--- src/rtl/cell_voltage_frame_monitor_defines.svh ---
// Assertion macros shared by the monitor RTL.
`ifndef CELL_VOLTAGE_FRAME_MONITOR_DEFINES_SVH
`define CELL_VOLTAGE_FRAME_MONITOR_DEFINES_SVH

// Same-cycle implication, disabled while reset is asserted.
`define CVFM_ASSERT_NOW(label, clk, rst_n, ante, cons) \
    label: assert property (@(posedge clk) disable iff (!(rst_n)) (ante) |-> (cons)) \
        else $error("cell monitor assertion failed");

// Next-cycle implication, disabled while reset is asserted.
`define CVFM_ASSERT_NEXT(label, clk, rst_n, ante, cons) \
    label: assert property (@(posedge clk) disable iff (!(rst_n)) (ante) |=> (cons)) \
        else $error("cell monitor assertion failed");

`endif

--- src/rtl/cvfm_pkg.sv ---
`default_nettype none

package cvfm_pkg;

    // Storage and field geometry.
    localparam int NUM_CELLS     = 96;
    localparam int FRACTION_BITS = 4;
    localparam int CELL_AW       = $clog2(NUM_CELLS);
    localparam int CNT_W         = $clog2(NUM_CELLS + 1);
    localparam int CELL_W        = 17;
    localparam int SUM_W         = 23;
    localparam int ID_W          = 29;
    localparam int RAW_W         = 12;
    localparam int MV_W          = 13;
    localparam int IDX_W         = 7;
    localparam int READINGS      = 4;

    // Frame window and voltage limits.
    localparam logic [ID_W-1:0]   ID_FIRST    = ID_W'(32'h1C0);
    localparam logic [ID_W-1:0]   ID_LAST     = ID_W'(32'h1DF);
    localparam int                OFFSET_INT  = 1000;
    localparam int                LIMIT_INT   = 4400;
    localparam int                NONE_INT    = 4500;
    localparam logic [MV_W-1:0]   OFFSET_MV   = MV_W'(OFFSET_INT);
    localparam logic [MV_W-1:0]   LIMIT_MV    = MV_W'(LIMIT_INT);
    localparam logic [CELL_W-1:0] THRESHOLD   = CELL_W'(OFFSET_INT << FRACTION_BITS);
    localparam logic [CELL_W-1:0] NONE_MIN    = CELL_W'(NONE_INT << FRACTION_BITS);
    localparam int                CELL_SHIFT  = 2;
    localparam int                MAXF_SHIFT  = 4;

    // Operation codes.
    localparam logic OP_FRAME   = 1'b0;
    localparam logic OP_SUMMARY = 1'b1;

    // Sequencer states.
    typedef enum logic [4:0] {
        S_IDLE = 5'b00001,
        S_FRD  = 5'b00010,
        S_FWR  = 5'b00100,
        S_SCAN = 5'b01000,
        S_DONE = 5'b10000
    } t_state;

    // First-order filter step: old + floor((target - old) / 2^sh).
    function automatic logic [CELL_W-1:0] iir_step(
        input logic [CELL_W-1:0] old,
        input logic [CELL_W-1:0] target,
        input int unsigned       sh
    );
        logic signed [CELL_W:0] diff;
        logic signed [CELL_W:0] delta;
        diff  = $signed({1'b0, target}) - $signed({1'b0, old});
        delta = diff >>> sh;
        return old + delta[CELL_W-1:0];
    endfunction

endpackage

`default_nettype wire

--- src/rtl/cell_voltage_frame_monitor.sv ---
// Cell voltage frame monitor.
// Input channel (i_in_valid / o_in_ready) carries either a monitor frame
// (i_operation = 0) or a summary request (i_operation = 1). Output channel
// (o_out_valid / i_out_ready) returns one result per summary request only.
// Cell voltages live in a 96-entry single-port RAM with a registered read.
// A frame in the cell window is applied as four read-modify-write passes
// (a read state then a write state each), holding the input throughout;
// an ignored frame is dropped without leaving idle. A summary reads one
// cell per cycle through the RAM port, and the input stays busy until its
// result is loaded into the output register.
// Reset clears per-cell valid flags at once, so every cell reads as zero,
// and clears the max filter; no clearing pass is needed.
// The result sits in an output register: frames keep being taken while it
// waits, and a later summary holds in its final state until the receiver
// takes the pending result.
`default_nettype none
`include "cell_voltage_frame_monitor_defines.svh"

module cell_voltage_frame_monitor (
    input  wire logic                        i_clk,
    input  wire logic                        i_rst_n,
    input  wire logic                        i_in_valid,
    output logic                             o_in_ready,
    input  wire logic                        i_operation,
    input  wire logic [cvfm_pkg::ID_W-1:0]   i_frame_id,
    input  wire logic [31:0]                 i_payload_low,
    input  wire logic [31:0]                 i_payload_high,
    input  wire logic                        i_balancer_hold,
    output logic                             o_out_valid,
    input  wire logic                        i_out_ready,
    output logic [cvfm_pkg::CELL_W-1:0]      o_min_cell,
    output logic [cvfm_pkg::CELL_W-1:0]      o_max_cell,
    output logic [cvfm_pkg::SUM_W-1:0]       o_pack_total,
    output logic [cvfm_pkg::CELL_W-1:0]      o_smoothed_max
);
    import cvfm_pkg::*;

    t_state                    r_state, n_state;
    logic [CELL_W-1:0]         r_mem [NUM_CELLS];
    logic [NUM_CELLS-1:0]      r_vld;
    logic [CELL_W-1:0]         r_rd_data;
    logic                      r_rd_vld;
    logic [IDX_W-1:0]          r_idx;
    logic [READINGS*RAW_W-1:0] r_raws;
    logic [1:0]                r_step;
    logic [CNT_W-1:0]          r_cnt;
    logic                      r_sv;
    logic [CELL_W-1:0]         r_min, r_max, r_maxf;
    logic [SUM_W-1:0]          r_sum;
    logic                      r_out_valid;
    logic [CELL_W-1:0]         r_out_min, r_out_max, r_out_filt;
    logic [SUM_W-1:0]          r_out_sum;

    logic                      in_fire;
    logic                      frame_ok;
    logic [4:0]                frame_off;
    logic [4:0]                group;
    logic [IDX_W-1:0]          base;
    logic                      idx_ok;
    logic                      rd_en;
    logic [CELL_AW-1:0]        rd_addr;
    logic [RAW_W-1:0]          raw;
    logic [MV_W-1:0]           mv;
    logic [CELL_W-1:0]         v_new;
    logic [CELL_W-1:0]         old_val;
    logic                      wr_en;
    logic [CELL_W-1:0]         wr_data;
    logic [CELL_W-1:0]         scan_val;
    logic                      out_free;
    logic [CELL_W-1:0]         filt_new;

    assign o_in_ready = (r_state == S_IDLE);
    assign in_fire    = i_in_valid && o_in_ready;

    // Frame decode: window, skipped slot and hold flag; group to cell index.
    assign frame_ok  = (i_frame_id >= ID_FIRST) && (i_frame_id <= ID_LAST) &&
                       (i_frame_id[1:0] != 2'b11) && !i_balancer_hold;
    assign frame_off = i_frame_id[4:0];
    assign group     = {1'b0, frame_off[4:2], 1'b0} + {2'b00, frame_off[4:2]}
                       + {3'b000, frame_off[1:0]};
    assign base      = {group, 2'b00};

    assign idx_ok = (r_idx < IDX_W'(NUM_CELLS));

    // RAM read port: one cell for a frame update or one per scan cycle.
    always_comb begin
        rd_en   = 1'b0;
        rd_addr = '0;
        unique case (r_state)
            S_FRD: begin
                rd_en   = idx_ok;
                rd_addr = r_idx[CELL_AW-1:0];
            end
            S_SCAN: begin
                rd_en   = (r_cnt < CNT_W'(NUM_CELLS));
                rd_addr = r_cnt[CELL_AW-1:0];
            end
            default: begin
                rd_en   = 1'b0;
            end
        endcase
    end

    // Cell update: range check, direct load of an empty cell or a quarter step.
    assign raw     = r_raws[RAW_W-1:0];
    assign mv      = {1'b0, raw} + OFFSET_MV;
    assign v_new   = CELL_W'(mv) << FRACTION_BITS;
    assign old_val = r_rd_vld ? r_rd_data : '0;
    assign wr_en   = (r_state == S_FWR) && idx_ok && (mv <= LIMIT_MV);
    assign wr_data = (old_val == '0) ? v_new : iir_step(old_val, v_new, CELL_SHIFT);

    // Cell RAM and its read register.
    always_ff @(posedge i_clk) begin
        if (wr_en) begin
            r_mem[r_idx[CELL_AW-1:0]] <= wr_data;
        end
        if (rd_en) begin
            r_rd_data <= r_mem[rd_addr];
        end
    end

    // Written flags: a cell never written reads as zero.
    always_ff @(posedge i_clk) begin
        if (!i_rst_n) begin
            r_vld    <= '0;
            r_rd_vld <= 1'b0;
        end else begin
            if (wr_en) begin
                r_vld[r_idx[CELL_AW-1:0]] <= 1'b1;
            end
            if (rd_en) begin
                r_rd_vld <= r_vld[rd_addr];
            end
        end
    end

    assign out_free = !r_out_valid || i_out_ready;

    // Sequencer next state.
    always_comb begin
        n_state = r_state;
        unique case (r_state)
            S_IDLE: begin
                if (in_fire) begin
                    if (i_operation == OP_SUMMARY) begin
                        n_state = S_SCAN;
                    end else if (frame_ok) begin
                        n_state = S_FRD;
                    end
                end
            end
            S_FRD: begin
                n_state = S_FWR;
            end
            S_FWR: begin
                n_state = (r_step == 2'(READINGS - 1)) ? S_IDLE : S_FRD;
            end
            S_SCAN: begin
                if (r_cnt == CNT_W'(NUM_CELLS)) begin
                    n_state = S_DONE;
                end
            end
            S_DONE: begin
                if (out_free) begin
                    n_state = S_IDLE;
                end
            end
            default: begin
                n_state = S_IDLE;
            end
        endcase
    end

    // Frame and scan bookkeeping.
    always_ff @(posedge i_clk) begin
        if (!i_rst_n) begin
            r_state <= S_IDLE;
            r_step  <= '0;
            r_cnt   <= '0;
            r_sv    <= 1'b0;
        end else begin
            r_state <= n_state;
            r_sv    <= (r_state == S_SCAN) && rd_en;
            if (in_fire) begin
                r_step <= '0;
                r_cnt  <= '0;
            end
            if (r_state == S_FWR) begin
                r_step <= r_step + 2'd1;
            end
            if (r_state == S_SCAN && rd_en) begin
                r_cnt <= r_cnt + CNT_W'(1);
            end
        end
    end

    // Frame payload: cell index and the four packed readings.
    always_ff @(posedge i_clk) begin
        if (in_fire) begin
            r_idx  <= base;
            r_raws <= {i_payload_high[27:16], i_payload_high[15:4],
                       i_payload_high[3:0], i_payload_low[31:24],
                       i_payload_low[23:12]};
        end else if (r_state == S_FWR) begin
            r_idx  <= r_idx + IDX_W'(1);
            r_raws <= r_raws >> RAW_W;
        end
    end

    // Scan accumulators over cells above the validity threshold.
    assign scan_val = r_rd_vld ? r_rd_data : '0;

    always_ff @(posedge i_clk) begin
        if (in_fire) begin
            r_min <= NONE_MIN;
            r_max <= '0;
            r_sum <= '0;
        end else if (r_sv && (scan_val > THRESHOLD)) begin
            r_sum <= r_sum + SUM_W'(scan_val);
            if (scan_val < r_min) begin
                r_min <= scan_val;
            end
            if (scan_val > r_max) begin
                r_max <= scan_val;
            end
        end
    end

    // Max filter: load on first use, else a 1/16 step.
    assign filt_new = (r_maxf == '0) ? r_max : iir_step(r_maxf, r_max, MAXF_SHIFT);

    always_ff @(posedge i_clk) begin
        if (!i_rst_n) begin
            r_maxf      <= '0;
            r_out_valid <= 1'b0;
        end else if (r_state == S_DONE && out_free) begin
            r_maxf      <= filt_new;
            r_out_valid <= 1'b1;
        end else if (i_out_ready) begin
            r_out_valid <= 1'b0;
        end
    end

    // Result register.
    always_ff @(posedge i_clk) begin
        if (r_state == S_DONE && out_free) begin
            r_out_min  <= r_min;
            r_out_max  <= r_max;
            r_out_sum  <= r_sum;
            r_out_filt <= filt_new;
        end
    end

    assign o_out_valid    = r_out_valid;
    assign o_min_cell     = r_out_min;
    assign o_max_cell     = r_out_max;
    assign o_pack_total   = r_out_sum;
    assign o_smoothed_max = r_out_filt;

    // Checks on the sequencer.
    `CVFM_ASSERT_NEXT(a_read_then_write, i_clk, i_rst_n, r_state == S_FRD, r_state == S_FWR)
    `CVFM_ASSERT_NEXT(a_summary_starts_scan, i_clk, i_rst_n,
        in_fire && (i_operation == OP_SUMMARY), (r_state == S_SCAN) && (r_cnt == '0))
    `CVFM_ASSERT_NOW(a_sample_in_scan, i_clk, i_rst_n, r_sv, r_state == S_SCAN)
    `CVFM_ASSERT_NEXT(a_result_not_overwritten, i_clk, i_rst_n,
        (r_state == S_DONE) && r_out_valid && !i_out_ready, r_state == S_DONE)

endmodule

`default_nettype wire
--- config.mk ---
export PLATFORM = sky130hd
export DESIGN_NAME = cell_voltage_frame_monitor
export DESIGN_NICKNAME = d
export VERILOG_FILES = /design/src/rtl/cvfm_pkg.sv /design/src/rtl/cell_voltage_frame_monitor.sv
export VERILOG_INCLUDE_DIRS = /design/src /design/src/rtl
export SDC_FILE = /design/constraint.sdc
export NUM_CORES = 2
export LEC_CHECK = 0
export BUFFER_PORTS_ARGS = -buffer_cell sky130_fd_sc_hd__buf_2
export CAP_MARGIN = 5
export CORE_AREA = 2 2 389 391
export CTS_CLUSTER_SIZE = 24
export DETAILED_ROUTE_END_ITERATION = 12
export DIE_AREA = 0 0 391 393
export PLACE_DENSITY = 0.72
export SLEW_MARGIN = 5
export SYNTH_ARGS = -nofsm -noshare
export SYNTH_HDL_FRONTEND = slang
export SYNTH_SLANG_ARGS = --single-unit
--- constraint.sdc ---
create_clock -name i_clk -period 15.55 [get_ports i_clk]
set_input_delay 1.555 -clock i_clk [delete_from_list [all_inputs] [get_ports i_clk]]
set_output_delay 1.555 -clock i_clk [all_outputs]
set_load 0.05 [all_outputs]
### After elaboration in Yosys (flattened, before gate mapping)

Memory sizes are Yosys's and may differ from the RTL's. A register that Yosys moved wholly into a read port is not among the register bits.
Index checks and enable logic that the tools add are counted.

* output and inout bits: 76
* logic and storage cells: 103
* register bits after elaboration: 316
* bits of input ports: 99
* latch bits: 0
* bits in read-only memories: 0
* bits in writable memories: 1632
* memories: 1

* divide/modulo/power cells: 0
* equality and inequality tests: 12
* bitwise logic cells: 1
* shifts and indexed selects: 0
* $add $sub $neg: 11
* magnitude comparators: 11
* multiplexer cells: 28
* reductions and logical operators: 21
* $mul: 0

Memories
* r_mem: words 96, bits a word 17, read ports 1, clocked after Yosys merged registers in 1, write ports 1, RTL line cell_voltage_frame_monitor.sv:39 `logic [CELL_W-1:0] r_mem [NUM_CELLS];`

Operator list (count)
* two-way mux 48 bit: 2
* bitwise OR 96 bit: 1
* two-way mux 17 bit: 3
* subtractor 17 x 17 -> 18 bit: 2
* adder 17 bit: 2
* logical NOT 17 bit: 2
* >= comparator 29 x 9 -> 1 bit, second input constant: 1
* less-or-equal comparator 29 x 9 -> 1 bit, second input constant: 1
* two-way mux 7 bit: 4
* two-way mux 5 bit: 5
* one-hot mux 5 bit (5 select lines): 1
* adder 23 x 17 -> 23 bit: 1
* greater-than comparator 17 x 14 -> 1 bit, second input constant: 1
* greater-than comparator 17 bit: 1
* less-than comparator 17 bit: 1
* less-than comparator 7 x 8 -> 1 bit, second input constant: 2
* adder 7 x 1 -> 7 bit, second input constant: 2
* less-than comparator 7 bit, second input constant: 2
* one-hot mux 7 bit (2 select lines): 1
* adder 12 x 10 -> 13 bit, second input constant: 1
* less-or-equal comparator 13 bit, second input constant: 1
* logical AND 1 bit: 10
* binary-select mux 1 bit (select 7 bit): 1
* demux 1 bit (select 7 bit): 1
* other kinds (22): 35

### Longest topological paths before layout

* word-level depth: 8
* depth in mapped cells: 22
* depth with buffers taken out: 20

### Worst setup path after synthesis

No wires, ideal clock.

* kind: flip-flop to flip-flop
* start: reg r_rd_vld
* end: mem r_mem[0][16] (data pin)
* required time: 14.601 ns
* arrival time: 7.845 ns
* path buffers: 2
* cell stages (with the launch flop): 23
* setup slack: 6.755 ns
* cells stage by stage: dfxtp_1 clkbuf_1 clkbuf_1 nand2_1 ha_1 nor3_1 a211oi_1 a41o_1 o21ai_0 nand2b_1 and2_1 o21a_1 nor2_1 xnor2_1 ha_1 or2_2 a21oi_1 a31oi_1 a211o_1 a21oi_1 xnor2_1 xnor2_1 o21ai_0

* longest elaborated chain between the ends: 4

RTL lines
* start, declared: RTL line cell_voltage_frame_monitor.sv:42 `logic r_rd_vld;`
* start signal, assigned: RTL line cell_voltage_frame_monitor.sv:132 `r_rd_vld <= r_vld[rd_addr];`
* two-way mux 17 bit (*): RTL line cell_voltage_frame_monitor.sv:108 `assign old_val = r_rd_vld ? r_rd_data : '0;`
* subtractor 17 x 17 -> 18 bit: RTL line cvfm_pkg.sv:52 `diff = $signed({1'b0, target}) - $signed({1'b0, old});`
* adder 17 bit: RTL line cvfm_pkg.sv:54 `return old + delta[CELL_W-1:0];`
* two-way mux 17 bit (*): RTL line cell_voltage_frame_monitor.sv:110 `assign wr_data = (old_val == '0) ? v_new : iir_step(old_val, v_new, CELL_SHIFT);`
* via wr_data[16]: RTL line cell_voltage_frame_monitor.sv:67 `logic [CELL_W-1:0] wr_data;`
* end, declared: RTL line cell_voltage_frame_monitor.sv:39

The timed path passes the listed nets; every way through them passes the cells marked *.

### Worst setup path in the final report

* start: reg r_rd_vld
* end: mem r_mem[4][16] (data pin)

Same word-level chain as after synthesis.

==> results.sh <==
export IMPL_drt_met1_wl_mm=83.2
export IMPL_path_delay_family="compound AO/OA/AOI/OAI gates"
export IMPL_setup_viol=0
export IMPL_drive_gt1_share_pct=12.3
export IMPL_grt_total_usage_pct=27.4
export IMPL_worst_pin_slew_ps=1270
export IMPL_hold_path_class="reg -> reg"
export IMPL_async_flop_share_pct=0
export IMPL_wl_met3_mm=20.4
export IMPL_r2r_end="r_mem[4][16]"
export IMPL_vias_per_cell=6.19
export IMPL_r2r_setup_slack_ps=9070
export IMPL_critical_path_arrival_ps=7000
export IMPL_final_setup_tns_ps=0
export IMPL_drc=0
export IMPL_power_leakage_nw=32.2
export IMPL_rsz0062_at_grt="false"
export IMPL_cts_hold_buf=0
export IMPL_crit_path_max_fanout=68
export IMPL_synth_edff_count=1776
export IMPL_syn_inst=6321
export IMPL_power_density_mw_per_mm2=135
export IMPL_grt_first_pass_wirelength_mm=314
export IMPL_slew_limit_headroom_pct=15.1
export IMPL_die_y_um=393
export IMPL_multi_input_area_mm2=0.0230
export IMPL_finalNonFillerCells=8564
export IMPL_synth_nets=6549
export IMPL_max_cap_viol_count=0
export IMPL_cts_tree="done"
export IMPL_skew_ps=34.9
export IMPL_regArea_mm2=0.0571
export IMPL_worstHoldPathCells=0
export IMPL_fin_crit_sh_pct=41.6
export IMPL_finalHoldViolCount=0
export IMPL_vias=53000
export IMPL_ff2ff_path_depth=21
export IMPL_ys_ff_latch=1965
export IMPL_synth_warnings=0
export IMPL_drt_pass1_iter_count=6
export IMPL_io_buffers=158
export IMPL_grt_pass1_vias=50600
export IMPL_cp_slowest_stage_delay_ps=960
export IMPL_fp_dieW_um=391
export IMPL_start_util_pct=54.6
export IMPL_ios=175
export IMPL_num_rows=142
export IMPL_dp_cells=8207
export IMPL_slowest_stage="dfxtp_1"
export IMPL_grt_overflow_total=0
export IMPL_cp_cell_sequence="nand2_1 -> ha_1 -> nor3_1 -> a211oi_1 -> a41o_1 -> o21ai_0 -> nand2b_1 -> and2_1 -> o21a_1 -> nor2_1 -> xnor2_1 -> ha_1 -> or2_2 -> a21oi_1 -> a31oi_1 -> a211o_1 -> a21oi_1 -> xnor2_1 -> xnor2_1 -> o21ai_4 -> buf_4"
export IMPL_worstPathRequired_ps=16080
export IMPL_ys_dominant_reg_cell="edfxtp_1"
export IMPL_cts_sinks=1965
export IMPL_cts_path_max_buffers=3
export IMPL_ir_drop_v=0.000157
export IMPL_crit_type="reg -> reg"
export IMPL_grt_max_degree=155
export IMPL_fmax_mhz=154
export IMPL_top_layer_used="met5"
export IMPL_period_minus_slack_ps=6480
export IMPL_drt_total_wl_mm=213
export IMPL_cts_setup_buffers=0
export IMPL_detail_route_antenna_nets=0
export IMPL_route_met2_wl_mm=101
export IMPL_ys_types=73
export IMPL_numCtsBuffers=191
export IMPL_clk_latency_ps=850
export IMPL_outcome="complete, no violations"
export IMPL_cp_start_kind="flop"
export IMPL_die_area_mm2=0.154
export IMPL_root_buffer="clkbuf_16"
export IMPL_dp_hpwl_mm=120
export IMPL_wire_per_inst_um=24.9
export IMPL_antenna_found_initial=5
export IMPL_area_growth_syn_to_layout_pct=12.1
export IMPL_worst_path_buf_inv=1
export IMPL_yosysSeqAreaShare_pct=70.1
export IMPL_fin_nets=6684
export IMPL_h_tree_depth=4
export IMPL_core_mm2=0.149
export IMPL_setup_slack_ps=9070
export IMPL_n_fill_cell=11000
export IMPL_place_ws_ps=9240
export IMPL_hold_start="r_min[11]"
export IMPL_routabilityCongestion=0.871
export IMPL_crit_start="r_rd_vld"
export IMPL_drv_slew=0
export IMPL_reg2reg_from="r_rd_vld"
export IMPL_clk_transition_reported_paths_ps=60
export IMPL_cts_resized=0
export IMPL_drtIter0Drc=6333
export IMPL_syn_area_mm2=0.0815
export IMPL_crit_path_end_kind="flop"
export IMPL_whs_endpoint="o_min_cell[11]"
export IMPL_critPathMostFrequentCell="xnor2_1"
export IMPL_syn_area_per_cell_um2=12.9
-- metrics by stage --
stage | util, % | instance area [µm²] | total power [mW] | hold slack, ps
after global routing | 61.2 | 91400 | 12.7 | 448
after detailed placement | 57.0 | 85000 | 7.80 | 419
after floorplan | - | 81500 | 7.30 | 408
after global placement | 57.0 | 85000 | 7.75 | 418
after CTS | 61.2 | 91300 | 12.4 | 433
final | 61.2 | 91400 | 12.3 | 433
-- worst max-delay path by stage --
stage,cells past startpoint,end,slack (ps)
after floorplan,22,r_mem[0][16],6760
after global placement,21,r_mem[10][16],9350
after detailed placement,21,r_mem[11][16],9240
after CTS,21,r_mem[6][16],9190
after global routing,21,r_mem[81][16],8530
final,21,r_mem[4][16],9070
-- metal layers --
metal	vias up	GRT usage, %
li1	23700	-
met1	26100	37.4
met2	2737	43.7
met3	441	4.85
met4	4	11.8
met5	-	0
-- registers in the layout, indices dropped and copies added, names as in the netlist, 23 cells and up --
| register | flops |
|---|---|
| r_mem | 1632 |
| r_vld | 96 |
| r_raws | 48 |
| o_pack_total | 23 |
| r_sum | 23 |
-- area by class of cell --
class | count | area share [%]
flip-flops and latches | 1965 | 62.5
multi-input cells | 3885 | 25.2
clock buffers | 250 | 5.69
well taps | 1944 | 2.66
repair buffers | 319 | 2.33
clock inverters | 105 | 1.25
inverters | 94 | 0.389
diodes | 2 | 0.00548
-- logic make-up (layout without fill, tap and decap cells) --
kind of cell               count (synthesis)  in the layout  synth area share (%)
xor gates and xnor gates                  69             69                 0.741
adders and majority gates                129            129                  2.03
DFF                                     1965           1965                  70.1
and+or+nand+nor                         2733           2733                  14.4
muxes                                    192            192                  3.82
AOI/OAI and AO/OA                        762            762                  6.63
other                                      0              2                     0
buffers and inverters                    471            768                  2.28
-- cells in the final DEF (no fill, tap or decap), types with 12 or more instances in the layout --
master     count
edfxtp_1    1776
nand2_1     1513
nand3_1      492
nor2_1       366
a311oi_1     195
clkbuf_16    195
dfxtp_1      189
buf_2        158
buf_4        151
and3_1       127
ha_1         124
o21ai_0      110
mux4_2        95
mux2i_1       93
inv_1         92
a21oi_1       82
a31oi_1       76
a32oi_1       62
o22ai_1       62
nor2_2        47
clkbuf_1      44
nor3_1        38
a211oi_1      36
xnor2_1       36
xor2_1        33
clkinv_2      31
nor2b_1       29
clkinv_1      27
o21a_1        25
a21o_1        20
bufinv_16     16
nand3b_1      14
or3_1         14
nand4_1       12
-- synth_stat cells, types with 25 or more instances --
cell | n | area share, %
nand3_1 | 492 | 3.0
buf_1 | 35 | 0.16
nor2b_1 | 30 | 0.23
a211oi_1 | 36 | 0.33
xor2_1 | 33 | 0.35
xnor2_1 | 36 | 0.39
o21a_1 | 25 | 0.23
nand2_1 | 1519 | 7.0
edfxtp_1 | 1776 | 65
nor2_1 | 405 | 1.9
a21oi_1 | 90 | 0.55
clkbuf_1 | 282 | 1.3
mux4_2 | 95 | 2.6
a31oi_1 | 76 | 0.58
nor3_1 | 42 | 0.26
and3_1 | 127 | 0.97
ha_1 | 124 | 1.9
dfxtp_1 | 189 | 4.6
o21ai_0 | 117 | 0.72
a311oi_1 | 196 | 2.1
o22ai_1 | 62 | 0.48
buf_2 | 59 | 0.36
inv_1 | 94 | 0.43
a32oi_1 | 62 | 0.67
mux2i_1 | 93 | 1.1
-- report_power, final --
part	total [mW]	internal (mW)	leakage [nW]	switching (mW)
logic	1.24	0.216	11.6	1.03
registers	6.45	6.41	17.5	0.0348
clock network	4.64	2.64	3.07	2.00
total	12.3	9.27	32.2	3.07
(Power assumes the default switching activity.)
